`src/rtl/round_robin_quantum_scheduler_top_macros.svh`:
```
// assertion macros for the round-robin scheduler top level
`ifndef ROUND_ROBIN_QUANTUM_SCHEDULER_TOP_MACROS_SVH
`define ROUND_ROBIN_QUANTUM_SCHEDULER_TOP_MACROS_SVH

// same-cycle implication, checked out of reset
`define RRQS_ASSERT_NOW(label, ante, cons, msg) \
    label: assert property (@(posedge clk) disable iff (!rst_n) (ante) |-> (cons)) \
        else $error(msg);

// next-cycle implication, checked out of reset
`define RRQS_ASSERT_NEXT(label, ante, cons, msg) \
    label: assert property (@(posedge clk) disable iff (!rst_n) (ante) |=> (cons)) \
        else $error(msg);

`endif

```
`src/rtl/rrqs_pkg.sv`:
```
// shared types and codes for the round-robin scheduler
package rrqs_pkg;

    localparam int REQ_W      = 3;
    localparam int TASK_ID_W  = 4;
    localparam int PRIO_W     = 8;
    localparam int STATUS_W   = 2;

    // request codes
    localparam logic [REQ_W-1:0] REQ_TICK    = 3'd0;
    localparam logic [REQ_W-1:0] REQ_ADD     = 3'd1;
    localparam logic [REQ_W-1:0] REQ_SETPRIO = 3'd2;
    localparam logic [REQ_W-1:0] REQ_SETBLK  = 3'd3;
    localparam logic [REQ_W-1:0] REQ_KILL    = 3'd4;

    // status codes
    localparam logic [STATUS_W-1:0] ST_OK      = 2'd0;
    localparam logic [STATUS_W-1:0] ST_NO_TASK = 2'd1;
    localparam logic [STATUS_W-1:0] ST_REFUSED = 2'd2;
    localparam logic [STATUS_W-1:0] ST_FULL    = 2'd3;

    // slots that may never be killed
    localparam logic [TASK_ID_W-1:0] IDLE_ID  = 4'd0;
    localparam logic [TASK_ID_W-1:0] FIRST_ID = 4'd1;

    typedef struct packed {
        logic [REQ_W-1:0]     req_type;
        logic [TASK_ID_W-1:0] task_id;
        logic [PRIO_W-1:0]    priority_value;
        logic                 blocked;
    } in_t;

    typedef struct packed {
        logic [TASK_ID_W-1:0] current_task;
        logic                 switched;
        logic [STATUS_W-1:0]  status;
        logic [TASK_ID_W-1:0] new_task_id;
    } out_t;

    // one slot table entry: priority and remaining ticks
    typedef struct packed {
        logic [PRIO_W-1:0] prio;
        logic [PRIO_W-1:0] count;
    } slot_entry_t;

    localparam int ENTRY_W = $bits(slot_entry_t);

endpackage

```
`src/rtl/round_robin_quantum_scheduler_top.sv`:
```
// top level of the round-robin time-slice scheduler
//
// Requests come in on in_valid/in_ready/in_data, one result beat per request
// goes out on out_valid/out_ready/out_data. cfg_we with cfg_wdata writes
// sched_enable; the user must write it only while the block is idle, and the
// block itself does not enforce this. A request is taken in the idle state,
// the slot table entry of the running task is read from the table ram in that
// cycle and the request is worked out in the execute state from the ram's
// registered read data, writing the result into the output register; no new
// request is taken before the block is back in idle. in_ready rises again once
// the result sits there, so a new request is taken while the old result waits.
// If the receiver stalls and the output register is still full, the block
// holds its finished request in the execute state until the beat is taken.
// Reset (rst_n, asynchronous, active low) makes slot 0, the idle task, the
// only live slot and running, sets next free id to 1 and clears the enable.
// The slot table needs no clearing pass: per-entry valid bits, cleared at
// reset, make an unwritten entry read as zero priority and counter.
`include "round_robin_quantum_scheduler_top_macros.svh"

module round_robin_quantum_scheduler_top
    import rrqs_pkg::*;
#(
    parameter int MAX_TASKS = 16
) (
    input  logic clk,
    input  logic rst_n,
    input  logic cfg_we,
    input  logic cfg_wdata,
    input  logic in_valid,
    output logic in_ready,
    input  in_t  in_data,
    output logic out_valid,
    input  logic out_ready,
    output out_t out_data
);

    localparam int SLOT_W = $clog2(MAX_TASKS);
    localparam int ID_W   = $clog2(MAX_TASKS + 1);
    localparam int CMP_W  = (ID_W > TASK_ID_W) ? ID_W : TASK_ID_W;

    localparam logic [0:0] S_IDLE = 1'b0;
    localparam logic [0:0] S_EXEC = 1'b1;

    logic [0:0]           state_reg, state_next;
    logic                 sched_enable_reg;
    logic [SLOT_W-1:0]    running_slot_reg, running_slot_next;
    logic [MAX_TASKS-1:0] live_mask_reg, live_mask_next;
    logic [MAX_TASKS-1:0] blocked_mask_reg, blocked_mask_next;
    logic [MAX_TASKS-1:0] entry_valid_reg, entry_valid_next;
    logic [ID_W-1:0]      next_free_reg, next_free_next;
    logic                 kill_pending_reg, kill_pending_next;
    logic                 rd_valid_reg;
    in_t                  req_reg;
    logic                 out_valid_reg, out_valid_next;
    out_t                 out_data_reg, out_data_next;

    logic                 in_accept;
    logic                 can_finish;
    logic                 ram_we;
    logic [SLOT_W-1:0]    ram_waddr;
    slot_entry_t          ram_wdata;
    logic [ENTRY_W-1:0]   ram_rdata;
    slot_entry_t          entry_rd;
    logic [SLOT_W-1:0]    pick_from;
    logic [SLOT_W-1:0]    pick_slot;
    logic [SLOT_W-1:0]    tid_slot;
    logic                 tid_in_range;
    logic                 tid_live;
    logic                 tid_below_next;
    logic [PRIO_W-1:0]    prio_eff;
    logic                 search;

    assign in_ready   = (state_reg == S_IDLE);
    assign in_accept  = in_valid && in_ready;
    assign can_finish = !out_valid_reg || out_ready;
    assign out_valid  = out_valid_reg;
    assign out_data   = out_data_reg;

    // slot table: priority and counter of every slot
    rrqs_ram #(
        .WIDTH (ENTRY_W),
        .DEPTH (MAX_TASKS)
    ) u_table (
        .clk   (clk),
        .we    (ram_we),
        .waddr (ram_waddr),
        .wdata (ram_wdata),
        .raddr (running_slot_reg),
        .rdata (ram_rdata)
    );

    // unwritten entries read as zero
    assign entry_rd = rd_valid_reg ? slot_entry_t'(ram_rdata) : '0;

    // next ready slot, from slot 0 after a kill
    assign pick_from = kill_pending_reg ? '0 : running_slot_reg;

    rrqs_pick #(
        .N (MAX_TASKS)
    ) u_pick (
        .ready_mask (live_mask_reg & ~blocked_mask_reg),
        .from       (pick_from),
        .slot       (pick_slot)
    );

    // addressed slot checks
    assign tid_slot       = SLOT_W'(req_reg.task_id);
    assign tid_in_range   = CMP_W'(req_reg.task_id) < CMP_W'(MAX_TASKS);
    assign tid_live       = tid_in_range && live_mask_reg[tid_slot];
    assign tid_below_next = CMP_W'(req_reg.task_id) < CMP_W'(next_free_reg);
    assign prio_eff       = (req_reg.priority_value == '0) ? PRIO_W'(1)
                                                          : req_reg.priority_value;

    // request execution
    always_comb
    begin
        state_next        = state_reg;
        running_slot_next = running_slot_reg;
        live_mask_next    = live_mask_reg;
        blocked_mask_next = blocked_mask_reg;
        entry_valid_next  = entry_valid_reg;
        next_free_next    = next_free_reg;
        kill_pending_next = kill_pending_reg;
        out_valid_next    = out_valid_reg && !out_ready;
        out_data_next     = out_data_reg;
        ram_we            = 1'b0;
        ram_waddr         = running_slot_reg;
        ram_wdata         = entry_rd;
        search            = 1'b0;

        if (in_accept)
        begin
            state_next = S_EXEC;
        end

        if (state_reg == S_EXEC && can_finish)
        begin
            state_next                 = S_IDLE;
            out_valid_next             = 1'b1;
            out_data_next.switched     = 1'b0;
            out_data_next.status       = ST_OK;
            out_data_next.new_task_id  = '0;

            case (req_reg.req_type)
                REQ_TICK:
                begin
                    if (sched_enable_reg)
                    begin
                        if (kill_pending_reg)
                        begin
                            kill_pending_next = 1'b0;
                            search            = 1'b1;
                        end
                        else if (entry_rd.count != '0)
                        begin
                            ram_we          = 1'b1;
                            ram_wdata.prio  = entry_rd.prio;
                            ram_wdata.count = entry_rd.count - PRIO_W'(1);
                            entry_valid_next[running_slot_reg] = 1'b1;
                        end
                        else
                        begin
                            ram_we          = 1'b1;
                            ram_wdata.prio  = entry_rd.prio;
                            ram_wdata.count = entry_rd.prio;
                            entry_valid_next[running_slot_reg] = 1'b1;
                            search          = 1'b1;
                        end
                        if (search)
                        begin
                            running_slot_next      = pick_slot;
                            out_data_next.switched = (pick_slot != running_slot_reg);
                        end
                    end
                end
                REQ_ADD:
                begin
                    if (next_free_reg >= ID_W'(MAX_TASKS))
                    begin
                        out_data_next.status = ST_FULL;
                    end
                    else
                    begin
                        live_mask_next[SLOT_W'(next_free_reg)]    = 1'b1;
                        blocked_mask_next[SLOT_W'(next_free_reg)] = 1'b0;
                        entry_valid_next[SLOT_W'(next_free_reg)]  = 1'b0;
                        next_free_next            = next_free_reg + ID_W'(1);
                        out_data_next.new_task_id = TASK_ID_W'(next_free_reg);
                    end
                end
                REQ_SETPRIO:
                begin
                    if (!tid_below_next || !tid_live)
                    begin
                        out_data_next.status = ST_NO_TASK;
                    end
                    else
                    begin
                        ram_we          = 1'b1;
                        ram_waddr       = tid_slot;
                        ram_wdata.prio  = prio_eff;
                        ram_wdata.count = prio_eff;
                        entry_valid_next[tid_slot] = 1'b1;
                    end
                end
                REQ_SETBLK:
                begin
                    if (!tid_live)
                    begin
                        out_data_next.status = ST_NO_TASK;
                    end
                    else
                    begin
                        blocked_mask_next[tid_slot] = req_reg.blocked;
                    end
                end
                REQ_KILL:
                begin
                    if (req_reg.task_id == IDLE_ID || req_reg.task_id == FIRST_ID)
                    begin
                        out_data_next.status = ST_REFUSED;
                    end
                    else if (!tid_live)
                    begin
                        out_data_next.status = ST_NO_TASK;
                    end
                    else
                    begin
                        live_mask_next[tid_slot]    = 1'b0;
                        blocked_mask_next[tid_slot] = 1'b0;
                        entry_valid_next[tid_slot]  = 1'b0;
                        kill_pending_next           = 1'b1;
                    end
                end
                default:
                begin
                    out_data_next.status = ST_OK;
                end
            endcase

            out_data_next.current_task = TASK_ID_W'(running_slot_next);
        end
    end

    // control state
    always_ff @(posedge clk or negedge rst_n)
    begin
        if (!rst_n)
        begin
            state_reg        <= S_IDLE;
            sched_enable_reg <= 1'b0;
            running_slot_reg <= '0;
            live_mask_reg    <= MAX_TASKS'(1);
            blocked_mask_reg <= '0;
            entry_valid_reg  <= '0;
            next_free_reg    <= ID_W'(1);
            kill_pending_reg <= 1'b0;
            out_valid_reg    <= 1'b0;
        end
        else
        begin
            state_reg        <= state_next;
            running_slot_reg <= running_slot_next;
            live_mask_reg    <= live_mask_next;
            blocked_mask_reg <= blocked_mask_next;
            entry_valid_reg  <= entry_valid_next;
            next_free_reg    <= next_free_next;
            kill_pending_reg <= kill_pending_next;
            out_valid_reg    <= out_valid_next;
            if (cfg_we)
            begin
                sched_enable_reg <= cfg_wdata;
            end
        end
    end

    // payload registers
    always_ff @(posedge clk)
    begin
        if (in_accept)
        begin
            req_reg      <= in_data;
            rd_valid_reg <= entry_valid_reg[running_slot_reg];
        end
        out_data_reg <= out_data_next;
    end

    // checks
    `RRQS_ASSERT_NEXT(a_one_at_a_time, in_accept, !in_ready,
        "request accepted while the previous one is still executing")
    `RRQS_ASSERT_NEXT(a_hold_on_stall,
        state_reg == S_EXEC && out_valid_reg && !out_ready,
        state_reg == S_EXEC && out_valid_reg,
        "finished request dropped while the output beat was stalled")
    `RRQS_ASSERT_NOW(a_table_sane, 1'b1,
        live_mask_reg[0] && next_free_reg <= ID_W'(MAX_TASKS),
        "idle slot lost or next free id beyond the table")
    `RRQS_ASSERT_NOW(a_switch_ok, out_valid_reg && out_data_reg.switched,
        out_data_reg.status == ST_OK && out_data_reg.new_task_id == '0,
        "switch reported with a non-tick result")

endmodule

```
`src/rtl/rrqs_ram.sv`:
```
// generic single-write, single-read ram with registered read data
module rrqs_ram #(
    parameter int WIDTH = 16,
    parameter int DEPTH = 16
) (
    input  logic                     clk,
    input  logic                     we,
    input  logic [$clog2(DEPTH)-1:0] waddr,
    input  logic [WIDTH-1:0]         wdata,
    input  logic [$clog2(DEPTH)-1:0] raddr,
    output logic [WIDTH-1:0]         rdata
);

    logic [WIDTH-1:0] mem [DEPTH];

    // write port
    always_ff @(posedge clk)
    begin
        if (we)
        begin
            mem[waddr] <= wdata;
        end
    end

    // registered read port
    always_ff @(posedge clk)
    begin
        rdata <= mem[raddr];
    end

endmodule

```
`src/rtl/rrqs_pick.sv`:
```
// round-robin search for the next ready slot after a given one
module rrqs_pick #(
    parameter int N = 16
) (
    input  logic [N-1:0]         ready_mask,
    input  logic [$clog2(N)-1:0] from,
    output logic [$clog2(N)-1:0] slot
);

    localparam int SLOT_W = $clog2(N);

    logic [2*N-1:0]    dbl;
    logic [SLOT_W:0]   start;
    logic [2*N-1:0]    shifted;
    logic [N-1:0]      window;
    logic              hit;
    logic [SLOT_W-1:0] idx;
    logic [SLOT_W:0]   sum;

    // rotate so the slot after from sits at bit 0, from itself last
    assign dbl     = {ready_mask, ready_mask};
    assign start   = (SLOT_W+1)'(from) + (SLOT_W+1)'(1);
    assign shifted = dbl >> start;
    assign window  = shifted[N-1:0];

    // lowest set bit of the rotated window
    always_comb
    begin
        hit = 1'b0;
        idx = '0;
        for (int j = N - 1; j >= 0; j--)
        begin
            if (window[j])
            begin
                hit = 1'b1;
                idx = SLOT_W'(j);
            end
        end
    end

    // undo the rotation, fall back to the idle slot
    always_comb
    begin
        sum = start + (SLOT_W+1)'(idx);
        if (sum >= (SLOT_W+1)'(N))
        begin
            sum = sum - (SLOT_W+1)'(N);
        end
        slot = hit ? sum[SLOT_W-1:0] : '0;
    end

endmodule
```
`config.mk`:
```
export PLATFORM = sky130hd
export DESIGN_NAME = round_robin_quantum_scheduler_top
export DESIGN_NICKNAME = d
export VERILOG_FILES = /design/src/rtl/rrqs_pkg.sv /design/src/rtl/round_robin_quantum_scheduler_top.sv /design/src/rtl/rrqs_ram.sv /design/src/rtl/rrqs_pick.sv
export VERILOG_INCLUDE_DIRS = /design/src /design/src/rtl
export SDC_FILE = /design/constraint.sdc
export NUM_CORES = 1
export LEC_CHECK = 0
export ABC_AREA = 1
export CAP_MARGIN = 20
export CORE_MARGIN = 1
export CORE_UTILIZATION = 64
export CTS_CLUSTER_DIAMETER = 60
export CTS_CLUSTER_SIZE = 30
export DETAILED_ROUTE_END_ITERATION = 12
export DONT_BUFFER_PORTS = 1
export PLACE_DENSITY = 0.8
export SLEW_MARGIN = 20
export SYNTH_ARGS = -nofsm -noshare
export SYNTH_HDL_FRONTEND = slang
export SYNTH_SLANG_ARGS = --single-unit
export TNS_END_PERCENT = 50
```
`constraint.sdc`:
```
create_clock -name clk -period 4.7 [get_ports clk]
set_clock_uncertainty 0.2 [all_clocks]
set_input_delay 0.47 -clock clk [delete_from_list [all_inputs] [get_ports clk]]
set_output_delay 0.47 -clock clk [all_outputs]
set_load 0.01 [all_outputs]
```
==> flow_summary.json <==
{
  "status": "completed",
  "finalSetupTns_ns": 0,
  "powerDensity_mw_per_mm2": 563,
  "path_delay_family": "compound AO/OA/AOI/OAI gates",
  "ys_ff_latch": 361,
  "cts.htree.levels": 1,
  "syn-cell-area_mm2": 0.0167,
  "synth_xor_area_frac": 0.00368,
  "ys_seq_area_frac": 0.623,
  "ctsLongestPathBuffers": 3,
  "cpPeakStageDelay_ns": 0.58,
  "largest_register": "u_table.mem",
  "ioPinCount": 35,
  "synth_fa_ha_area_frac": 0.00946,
  "grt_first_pass_wirelength_um": 69500,
  "syn_inst": 1598,
  "period_share": 0.837,
  "synth_common_cells": "edfxtp_1 (284), nand2_1 (260), nand3_1 (213)",
  "vdd_drop_max_v": 0.000451,
  "crit_chain": "nor2_8, inv_2, nand3_1, a21oi_1, a21oi_1, o21ai_1, nand2_1, a31oi_1, o21ai_0, nand2_1, a21boi_0, ha_1, nand3_1, nand2_1, xor2_1, o21ai_0, nand3_1, nand2_1, nor2_1, a21oi_1",
  "first_pass_iters": 7,
  "cp_data_required_time_ns": 4.81,
  "core_area_mm2": 0.0254,
  "slew_viol_final": 0,
  "io_buffers": 0,
  "dr.first_iter.drc_count": 1664,
  "syn_area_per_cell_um2": 10.4,
  "setup_viol": 0,
  "drcViolationCount": 0,
  "cts_setup_buffers": 0,
  "ys_warn_count": 0,
  "muxShareOfSynthArea": 0.00270,
  "start_util": 0.656,
  "cts_resized": 0,
  "fin_crit_ns": 3.93,
  "hp-class": "in -> reg",
  "crit_path_frequent_cell": "nand2_1",
  "grtUsageTotal": 0.347,
  "hpwl_um": 27000,
  "grt_overflow": 0,
  "holdWs_ns": 0.101,
  "synth.area.top_cells": "edfxtp_1 (51%), dfrtp_1 (8.9%), nand3_1 (6.4%)",
  "clk_pin_slew_worst_paths_ns": 0.08,
  "nNetsFinal": 1646,
  "drv_cap": 0,
  "grt_pass1_vias": 12238,
  "yosysUniqueCellTypes": 54,
  "arrival_ns": 4.05,
  "clock-sinks": 361,
  "hold_buffers": 22,
  "place.gp.congestion": 0.949,
  "die-area_mm2": 0.0267,
  "end_kind": "flop",
  "grt_start_max_net_pins": 82,
  "die_w_um": 163,
  "worst_pin_slew_ns": 1.10,
  "cts_root_buffer": "clkbuf_16",
  "worstSetupPathType": "reg -> reg",
  "die_h_um": 163,
  "yosys.area.top_type": "edfxtp_1",
  "rsz0062_at_grt": "false",
  "synth_enable_flop_cells": 284,
  "crit_slowest_cell": "dfrtp_1",
  "relSlewSlack": 0.262,
  "cp_max_fo": 19,
  "synth_compound_area_frac": 0.132,
  "crit_buf_inv": 1,
  "wire_per_inst_um": 23.0,
  "synth_top_family_by_area": "simple AND/OR/NAND/NOR gates",
  "synth_top_area_frac": 0.512,
  "layout-drive-gt1-share": 0.105,
  "startpoint_type": "flop",
  "antennaDiodeCount": 0,
  "drtAntennaViolNets": 0,
  "hold_viol_final": 0,
  "utilization": 0.721,
  "syn-num-nets": 1632,
  "cts_tree": "yes",
  "yosysMostFrequentCell": "edfxtp_1",
  "synthArstFlopShare": 0.169,
  "synthFlopType": "edfxtp_1",
  "cts_buffers": 25,
  "p_leak_nw": 6.82,
  "antenna_found_initial": 0,
  "synthSimpleGateAreaFrac": 0.175,
  "area_growth_pct": 9.80,
  "clock_latency_ns": 0.59,
  "row_count": 58,
  "num_vias": 12980,
  "largest_register_ffs": 256,
  "post_drt_via_cell_ratio": 6.62,
  "fmax_mhz": 254,
  "totalWireLength_um": 45200
}
-- worst min-delay path: stages --
cell and delay [ns]:
o21ai_2 0.18, nand2_1 0.11, o21ai_1 0.06
-- routing by layer --
metal | share of wire | wire length [µm] | track usage | vias up
met5 | 0 | 0 | 0 | -
met4 | 0.061 | 2780 | 0.200 | 0
met3 | 0.098 | 4430 | 0.0495 | 210
met2 | 0.47 | 21400 | 0.563 | 834
met1 | 0.37 | 16600 | 0.449 | 6159
li1 | - | - | - | 5777
-- report_power, final --
part           internal [W]  switching [W]  total [W]  leakage (nW)
Clock               0.00117        0.00133    0.00250         0.467
Combinational       0.00107        0.00245    0.00352          2.89
Sequential          0.00405       0.000231    0.00428          3.46
-- kinds of logic (layout without fill, tap and decap cells) --
kind of cell	Yosys count	count (layout)
AND/OR/NAND/NOR	646	646
flip-flops	361	361
AO/OA/AOI/OAI	348	348
buffers and inverters	220	253
adder cells (fa/ha/maj)	12	12
XOR/XNOR	7	7
multiplexers	4	4
-- area by class of cell --
type	count	area (µm²)
Fill cell	1771	7100
Timing Repair Buffer	66	566
Tap cell	330	413
Clock buffer	26	629
Multi-Input combinational cell	1017	5430
Sequential cell	361	10400
Inverter	141	534
Clock inverter	20	344
-- metrics by stage --
step	cell area, µm²	worst slack, ns	power [W]	cells
2_1_floorplan	16700	1.32	0.00680	1598
3_3_place_gp	17100	0.861	0.00763	1889
3_5_place_dp	17100	0.790	0.00771	1889
4_1_cts	18300	0.760	0.0102	1957
5_1_grt	18300	0.270	0.0108	1961
6_report	18300	0.766	0.0103	1961
-- placed cells by master (no fill, tap or decap), types with 13 or more instances in the layout --
| cell | n |
|---|---|
| edfxtp_1 | 284 |
| nand2_1 | 260 |
| nand3_1 | 213 |
| inv_1 | 122 |
| nor2_1 | 105 |
| o21ai_0 | 83 |
| a22oi_1 | 72 |
| a31oi_1 | 68 |
| dfrtp_1 | 57 |
| buf_4 | 41 |
| a21oi_1 | 40 |
| o21ai_1 | 27 |
| clkbuf_16 | 25 |
| dlygate4sd3_1 | 21 |
| nor2_2 | 20 |
| or4_1 | 16 |
| dfxtp_1 | 16 |
| inv_2 | 15 |
| o32ai_1 | 13 |
-- worst paths after layout --
path / from / end / slack, ns / cells past startpoint
setup / recovery: kill_pending_reg / out_data[6] / 0.77 / 20
hold / removal: out_ready / running_slot_reg[2] / 0.10 / 3
setup reg to reg: kill_pending_reg / out_data[6] / 0.77 / 20
hold reg to reg: live_mask_reg[1] / live_mask_reg[1] / 0.32 / 2
max in group asynchronous: rst_n / live_mask_reg[0] / 3.74 / 2
min in group asynchronous: rst_n / next_free_reg[2] / 0.25 / 2
Note: power is estimated with default switching activity, not from simulation.
